==> config.mk <==
export PLATFORM = sky130hd
export DESIGN_NAME = sbsr_regs
export DESIGN_NICKNAME = d
export VERILOG_FILES = /design/src/design/sbsr_pkg.sv /design/src/design/sbsr_regs.sv
export SDC_FILE = /design/constraint.sdc
export NUM_CORES = 1
export LEC_CHECK = 0
export BUFFER_PORTS_ARGS = -buffer_cell sky130_fd_sc_hd__buf_2
export CAP_MARGIN = 20
export CORE_MARGIN = 2
export CORE_UTILIZATION = 47
export DETAILED_ROUTE_END_ITERATION = 7
export PLACE_DENSITY = 0.82
export SKIP_CTS_REPAIR_TIMING = 1
export SYNTH_ARGS = -nofsm -noshare
export SYNTH_HDL_FRONTEND = slang
export SYNTH_SLANG_ARGS = --single-unit
==> constraint.sdc <==
create_clock -name clk_i -period 1.1 [get_ports clk_i]
set_clock_uncertainty 0.05 [all_clocks]
set_input_delay 0.055 -clock clk_i [delete_from_list [all_inputs] [get_ports clk_i]]
set_output_delay 0.055 -clock clk_i [all_outputs]
set_load 0.02 [all_outputs]
==> src/design/sbsr_pkg.sv <==
// sbsr_pkg: shared constants, types and the quarter-wave sine table
// for the sine burst with sine-squared rise block.
// No dependencies; every other design file imports it.
package sbsr_pkg;

  // table and time sizing
  localparam int SINE_TABLE_BITS = 10;
  localparam int TIME_BITS       = 32;
  localparam int QSIZE           = 1 << SINE_TABLE_BITS;
  localparam int IDX_W           = SINE_TABLE_BITS + 1;
  localparam int SINE_W          = 16;
  localparam int CSHIFT          = 30 - SINE_TABLE_BITS;
  localparam int ESHIFT          = 32 - SINE_TABLE_BITS;

  localparam logic [31:0] TIME_MASK = (TIME_BITS >= 32) ? 32'hFFFF_FFFF :
                                      32'((64'd1 << TIME_BITS) - 64'd1);

  // configuration port
  localparam int ADDR_W    = 5;
  localparam int REG_IDX_W = 3;
  localparam logic [REG_IDX_W-1:0] REG_START_TIME     = 3'd0;
  localparam logic [REG_IDX_W-1:0] REG_RISE_TIME      = 3'd1;
  localparam logic [REG_IDX_W-1:0] REG_RISE_RATE      = 3'd2;
  localparam logic [REG_IDX_W-1:0] REG_FREQUENCY_STEP = 3'd3;
  localparam logic [REG_IDX_W-1:0] REG_PHASE_OFFSET   = 3'd4;
  localparam logic [REG_IDX_W-1:0] REG_AMPLITUDE      = 3'd5;

  // region codes
  localparam logic [1:0] REGION_BEFORE = 2'd0;
  localparam logic [1:0] REGION_RISE   = 2'd1;
  localparam logic [1:0] REGION_FULL   = 2'd2;

  // envelope of one in Q2.30
  localparam logic [30:0] ENV_ONE = 31'h4000_0000;

  typedef struct packed {
    logic [31:0]        start_time;
    logic [31:0]        rise_time;
    logic [31:0]        rise_rate;
    logic [31:0]        frequency_step;
    logic [31:0]        phase_offset;
    logic signed [15:0] amplitude;
  } cfg_t;

  typedef logic [SINE_W-1:0] sine_tab_t [QSIZE+1];

  localparam logic [63:0] HALFPI_Q30 = 64'd1686629713;

  // sin(x) for x in [0, pi/2], Q2.30 in and out, eight-term series
  function automatic logic [63:0] taylor_sin(input logic [63:0] x);
    logic [63:0] term;
    logic [63:0] sum;
    int          n;
    term = x;
    sum  = x;
    for (n = 1; n <= 7; n++) begin
      term = (term * x) >> 30;
      term = (term * x) >> 30;
      unique case (n)
        1: term = term / 64'd6;
        2: term = term / 64'd20;
        3: term = term / 64'd42;
        4: term = term / 64'd72;
        5: term = term / 64'd110;
        6: term = term / 64'd156;
        7: term = term / 64'd210;
        default: term = term;
      endcase
      if (n % 2 == 1) begin
        sum = (sum >= term) ? sum - term : 64'd0;
      end else begin
        sum = sum + term;
      end
    end
    return sum;
  endfunction

  // quarter-wave table in Q1.15, worked out at elaboration
  function automatic sine_tab_t build_table();
    sine_tab_t   tab;
    logic [63:0] x;
    logic [63:0] v;
    int          k;
    for (k = 0; k <= QSIZE; k++) begin
      x = (HALFPI_Q30 * 64'(k)) >> SINE_TABLE_BITS;
      v = (taylor_sin(x) + 64'd16384) >> 15;
      if (v > 64'd32768) begin
        v = 64'd32768;
      end
      tab[k] = v[SINE_W-1:0];
    end
    return tab;
  endfunction

  localparam sine_tab_t SINE_TAB = build_table();

endpackage

==> src/design/sbsr_regs.sv <==
// sbsr_regs: APB-style configuration registers of the sine burst block.
// Depends on sbsr_pkg for register codes and the cfg_t struct.
module sbsr_regs import sbsr_pkg::*; (
  input  logic              clk_i,
  input  logic              rst_ni,
  input  logic              psel,
  input  logic              penable,
  input  logic              pwrite,
  input  logic [ADDR_W-1:0] paddr,
  input  logic [31:0]       pwdata,
  output logic [31:0]       prdata,
  output logic              pready,
  output cfg_t              cfg_o
);

  cfg_t                 cfg_q;
  logic                 wr_en;
  logic [REG_IDX_W-1:0] reg_idx;

  assign pready  = 1'b1;
  assign wr_en   = psel & penable & pwrite;
  assign reg_idx = paddr[ADDR_W-1:2];
  assign cfg_o   = cfg_q;

  // register write on the access phase
  always_ff @(posedge clk_i or negedge rst_ni) begin
    if (!rst_ni) begin
      cfg_q <= '0;
    end else if (wr_en) begin
      unique case (reg_idx)
        REG_START_TIME:     cfg_q.start_time     <= pwdata;
        REG_RISE_TIME:      cfg_q.rise_time      <= pwdata;
        REG_RISE_RATE:      cfg_q.rise_rate      <= pwdata;
        REG_FREQUENCY_STEP: cfg_q.frequency_step <= pwdata;
        REG_PHASE_OFFSET:   cfg_q.phase_offset   <= pwdata;
        REG_AMPLITUDE:      cfg_q.amplitude      <= pwdata[15:0];
        default: ;
      endcase
    end
  end

  // read back
  always_comb begin
    unique case (reg_idx)
      REG_START_TIME:     prdata = cfg_q.start_time;
      REG_RISE_TIME:      prdata = cfg_q.rise_time;
      REG_RISE_RATE:      prdata = cfg_q.rise_rate;
      REG_FREQUENCY_STEP: prdata = cfg_q.frequency_step;
      REG_PHASE_OFFSET:   prdata = cfg_q.phase_offset;
      REG_AMPLITUDE:      prdata = {{16{cfg_q.amplitude[15]}}, cfg_q.amplitude};
      default:            prdata = 32'd0;
    endcase
  end

endmodule

==> results of run 1 <==
[worst max-delay path, stage by stage, from the launching register on]
cell and delay, ns:
dfrtp_2 0.44, mux2_2 0.30, a221oi_2 0.27, a31oi_2 0.07, buf_2 0.18
[path summary, 6_finish.rpt]
kind	from	end	slack [ns]
setup / recovery	cfg_o[86]$_DFFE_PN0P_	prdata[6]	-0.72
hold / removal	rst_ni	cfg_o[8]$_DFFE_PN0P_	0.03
setup reg to reg	cfg_o[59]$_DFFE_PN0P_	cfg_o[59]$_DFFE_PN0P_	0
hold reg to reg	cfg_o[83]$_DFFE_PN0P_	cfg_o[83]$_DFFE_PN0P_	0.49
max in group asynchronous	rst_ni	cfg_o[55]$_DFFE_PN0P_	0.40
min in group clk_i	penable	cfg_o[172]$_DFFE_PN0P_	0.29
[power by group through the flow]
stage / sequential (mW) / clock, mW / combinational [mW]
floorplan: 10.3 / 0 / 3.02
global placement: 8.71 / 0 / 8.13
detailed placement: 8.80 / 0 / 8.31
CTS: 8.70 / 6.04 / 8.37
global route: 9.15 / 6.44 / 11.7
finish: 9.06 / 6.19 / 11.3
[Yosys cell counts, types with 3 or more instances]
library cell / n / area share (%)
buf_2: 27 / 1.7
nand2_1: 16 / 0.73
o221ai_1: 13 / 1.4
clkbuf_1: 13 / 0.60
nand3b_1: 4 / 0.37
a21oi_1: 11 / 0.67
nand3_1: 4 / 0.24
mux2_2: 194 / 27
mux2i_1: 38 / 4.7
dfrtp_1: 176 / 54
nand4_1: 4 / 0.31
a21o_1: 5 / 0.46
o22ai_1: 4 / 0.31
mux2_1: 8 / 1.1
nand2b_1: 8 / 0.61
a31oi_1: 4 / 0.31
a221oi_1: 4 / 0.43
a221o_1: 6 / 0.73
and3b_1: 13 / 1.4
nor3b_1: 4 / 0.37
nor2_2: 3 / 0.23
o21ai_0: 11 / 0.67
buf_1: 3 / 0.14
a22oi_1: 4 / 0.37
nor2_1: 9 / 0.41
[metrics by stage]
| step | cell area, sq um | TNS [ns] |
|---|---|---|
| after floorplan | 9210 | -29.37 |
| after global placement | 11800 | -63.82 |
| after detailed placement | 11800 | -67.15 |
| after CTS | 12400 | -32.20 |
| after global routing | 14400 | -34.73 |
| final | 14400 | -31.63 |
[layout make-up]
type                       count  share of cell area [%]
inverter                       2                  0.0521
clock inverter                12                   0.929
tap                          225                    1.95
sequential                   176                    30.9
multi-input combinational    377                    30.7
timing repair buffer         486                    32.4
clock buffer                  20                    3.03
[cells by family (layout without fill, tap and decap cells)]
logic type / Yosys count / in the layout / synth area share [%]
simple gates: 71 / 71 / 5.28
buf+inv: 47 / 520 / 2.63
compound gates: 65 / 65 / 5.66
mux: 240 / 240 / 32.5
other cells: 1 / 1 / 0.0459
flops: 176 / 176 / 53.9
[metal layers]
layer	up-vias	GRT usage, %
li1	3127	-
met1	3940	38.2
met2	397	48.1
met3	139	5.67
met4	0	11.1
met5	-	0
==> run summary, run 1 <==
CP endpoint kind = output port
Sw Ratio = 34.7%
Post-synth ARST share = 100%
fillers = 781
grt total ovfl = 0
final-stage net count = 1102
CTS Sinks = 176
First-pass DRT Iterations = 5
failing checks = negative setup slack
Data arrival, critical path = 1.72 ns
Final Critical Period = 1.82 ns
Fmax = 549 MHz
combinational power share = 42.5%
pre-CTS WS = -0.447 ns
Post-synth EDFFs = 0
crit share post-route = 165%
Crit Path Max Fanout = 3
io pins = 251
die area = 18500 sq um
Yosys Warn Count = 0
layout cell share with drive strength beyond 1 = 73.2%
CP required = 1.00 ns
HPWL after DPL = 19.7 mm
clk buf depth = 2
initial antenna violation count = 0
crit path launch type = flop
Netlist cell types = 36
root buf cell = clkbuf_16
Final Hold Viols = 0
most frequent cells in the layout = buf_6, dfrtp_1, mux2_4
Syn Area/Cell = 13.6 sq um
min-delay worst type = in2async
R2R cell count = 3
commonest non-fill, non-tap cell in the layout = buf_6
VDD IR max = 1410 uV
Crit Path Class = reg2out
worst-skew pair later-pin latency = 0.44 ns
Syn Nets = 642
row count = 48
Final ANT Viol Nets = 0
CTS buffer count = 17
Port Buffers = 247
Setup Viol. Count Final = 229
Cell Count, Final, Fillers Out = 1298
vias = 7603
Power Total = 26.5 mW
sequential fraction of the synthesis area = 53.9%
met3 WL post-DR = 2.09 mm
Pwr Density = 1840 nW/um^2
leak pwr = 6.96 nW
gate count of the mapped netlist = 600
routed len/inst = 26.3 microns
Starting Density = 47.6%
clock slew at reported path FFs = 0.07 ns
fin util = 83.9%
Maximum Capacitance Violations = 0
largest net degree at the start of global routing = 32
Iter 0 DRT Violations = 530
Die Ht = 136 microns
status = finished with violations
Hold Slack = 0.0344 ns
Placed Instances = 1193
Diodes inserted = 0
DR top layer = met4
first-pass GRT wire length = 40.6 mm
P_sw = 9.21 mW
area of the core = 17200 sq um
Cell Int Power = 17.3 mW
area grow syn2layout = 76.4%
FF/Latch Area = 4450 sq um
clock share of power = 23.3%
Largest register FFs = 176
Final WS setup = -0.720 ns
vias in the first global route = 7076
H-tree depth = 4
Final Max Tran Viols = 0
floorplan die width = 136 microns
Seq cells post-synth = 176
Total GRT Usage = 29.2%
Placer Congestion = 0.824
CTS tree = yes
power share of the sequential group = 34.2%
mapped cell area = 8170 sq um
area of the multi-input gates = 4430 sq um
Routed WL = 34.1 mm
# DRC = 0
WL met2 = 17.7 mm
M1 wire length = 12.6 mm
vias per inst = 5.86
Main synth FF type = dfrtp_1
RSZ-0062 raised after global routing = true
Power figures use the tool's default switching activity.
==> inputs of run 2 (changes only) <==
TNS_END_PERCENT = 5   (was not set)
==> run summary, run 2 (synthesized netlist as in run 1, its figures left out) <==
Largest delay share family, worst path = flip-flops (unchanged)
Pwr Density = 1920 nW/um^2 (was 1840 nW/um^2)
Largest register FFs = 176 (unchanged)
fin util = 76.5% (was 83.9%)
largest net degree at the start of global routing = 36 (was 32)
failing checks = negative setup slack (unchanged)
io pins = 251 (unchanged)
H-tree depth = 4 (unchanged)
min-delay worst type = in2async (unchanged)
Final Max Tran Viols = 0 (unchanged)
Cell Count, Final, Fillers Out = 1247 (was 1298)
Reg-to-Reg End = cfg_o[173]$_DFFE_PN0P_ (was cfg_o[59]$_DFFE_PN0P_)
Starting Density = 47.6% (unchanged)
area grow syn2layout = 60.7% (was 76.4%)
R2R Setup Slk = 0.04 ns (was 0 ns)
Buf/Inv on CP = 1 (unchanged)
initial antenna violation count = 0 (unchanged)
crit path launch type = flop (unchanged)
power share of the sequential group = 35.4% (was 34.2%)
Critical Path Source = cfg_o[93]$_DFFE_PN0P_ (was cfg_o[86]$_DFFE_PN0P_)
Final Critical Period = 1.84 ns (was 1.82 ns)
Maximum Capacitance Violations = 0 (unchanged)
Crit Path Max Fanout = 3 (unchanged)
Fmax = 543 MHz (was 549 MHz)
Die Ht = 136 microns (unchanged)
VDD IR max = 1170 uV (was 1410 uV)
Routed WL = 30.5 mm (was 34.1 mm)
CTS buffer count = 17 (unchanged)
Total GRT Usage = 28.0% (was 29.2%)
RSZ-0062 raised after global routing = true (unchanged)
R2R cell count = 3 (unchanged)
Data arrival, critical path = 1.74 ns (was 1.72 ns)
row count = 48 (unchanged)
combinational power share = 37.9% (was 42.5%)
commonest non-fill, non-tap cell in the layout = buf_6 (unchanged)
clock slew at reported path FFs = 0.08 ns (was 0.07 ns)
# DRC = 0 (unchanged)
vias in the first global route = 6961 (was 7076)
crit path to = prdata[13] (was prdata[6])
biggest cell delay along the critical path = 0.42 ns (was 0.44 ns)
Crit Path Class = reg2out (unchanged)
Final ANT Viol Nets = 0 (unchanged)
Placed Instances = 1179 (was 1193)
crit share post-route = 167% (was 165%)
leak pwr = 6.45 nW (was 6.96 nW)
clock share of power = 26.7% (was 23.3%)
area of the core = 17200 sq um (unchanged)
worst-skew pair later-pin latency = 0.43 ns (was 0.44 ns)
Cell Int Power = 16.6 mW (was 17.3 mW)
most frequent cells in the layout = buf_6, mux2_2, dfrtp_1 (was buf_6, dfrtp_1, mux2_4)
Final WS setup = -0.740 ns (was -0.720 ns)
worst reg2reg startpoint = cfg_o[173]$_DFFE_PN0P_ (was cfg_o[59]$_DFFE_PN0P_)
root buf cell = clkbuf_16 (unchanged)
crit-path cells = mux2_2 -> a221oi_1 -> a31oi_1 -> buf_2 (was mux2_2 -> a221oi_2 -> a31oi_2 -> buf_2)
WP depth = 4 (unchanged)
Placer Congestion = 0.832 (was 0.824)
pre-CTS WS = -0.421 ns (was -0.447 ns)
floorplan die width = 136 microns (unchanged)
layout cell share with drive strength beyond 1 = 65.4% (was 73.2%)
HPWL after DPL = 18.3 mm (was 19.7 mm)
clk buf depth = 2 (unchanged)
vias = 7266 (was 7603)
Hold Slack = 0.0613 ns (was 0.0344 ns)
Final Hold Viols = 0 (unchanged)
routed len/inst = 24.5 microns (was 26.3 microns)
die area = 18500 sq um (unchanged)
First-pass DRT Iterations = 5 (unchanged)
CP required = 1.00 ns (about the same)
CP endpoint kind = output port (unchanged)
CTS Sinks = 176 (unchanged)
CTS tree = yes (unchanged)
Slowest cell on crit path = dfrtp_1 (was dfrtp_2)
first-pass GRT wire length = 38.8 mm (was 40.6 mm)
Sw Ratio = 34.2% (was 34.7%)
vias per inst = 5.83 (was 5.86)
Port Buffers = 247 (unchanged)
Setup Viol. Count Final = 190 (was 229)
status = finished with violations (unchanged)
final-stage net count = 1050 (was 1102)
grt total ovfl = 0 (unchanged)
Iter 0 DRT Violations = 467 (was 530)
P_sw = 8.60 mW (was 9.21 mW)
run 2: through the flow:
step | power [mW] | cell area, sq um | setup TNS, ns
after floorplan | 12.6 | 8350 | -36.79
after CTS | 22.9 | 11600 | -32.07
final | 25.2 | 13100 | -27.66
after global placement | 16.0 | 11000 | -62.62
after global routing | 26.0 | 13100 | -33.27
after detailed placement | 16.3 | 11000 | -66.80
run 2: power groups by stage:
stage	Sequential [mW]	Combinational, mW	Clock (mW)
2_1_floorplan	10.2	2.35	0
3_3_place_gp	8.64	7.37	0
3_5_place_dp	8.73	7.54	0
4_1_cts	8.64	7.60	6.71
5_1_grt	9.01	9.94	7.02
6_report	8.92	9.54	6.72
run 2: how the worst min path moves through the flow:
stage	to	slack (ns)	start
5_1_grt	cfg_o[49]$_DFFE_PN0P_	0.08	rst_ni
6_report	cfg_o[52]$_DFFE_PN0P_	0.06	rst_ni
3_3_place_gp	cfg_o[49]$_DFFE_PN0P_	-0.04	rst_ni
2_1_floorplan	cfg_o[0]$_DFFE_PN0P_	-0.29	rst_ni
4_1_cts	cfg_o[17]$_DFFE_PN0P_	-0.51	rst_ni
3_5_place_dp	cfg_o[49]$_DFFE_PN0P_	-0.05	rst_ni
run 2: cell type report:
class | instances | area, sq um
Sequential cell | 176 | 4410
Fill cell | 982 | 4040
Timing Repair Buffer | 434 | 3960
Multi-Input combinational cell | 377 | 3830
Clock buffer | 19 | 443
Tap cell | 225 | 282
Clock inverter | 13 | 198
Inverter | 2 | 7.51
Antenna cell | 1 | 2.50
run 2: metal layers:
| layer | up-vias | track usage, % | share of wire (%) |
|---|---|---|---|
| met1 | 3740 | 36.2 | 38 |
| met3 | 100 | 4.59 | 5.8 |
| met4 | 0 | 13.9 | 4.4 |
| met2 | 393 | 45.9 | 52 |
| li1 | 3033 | - | - |
| met5 | - | 0 | 0 |
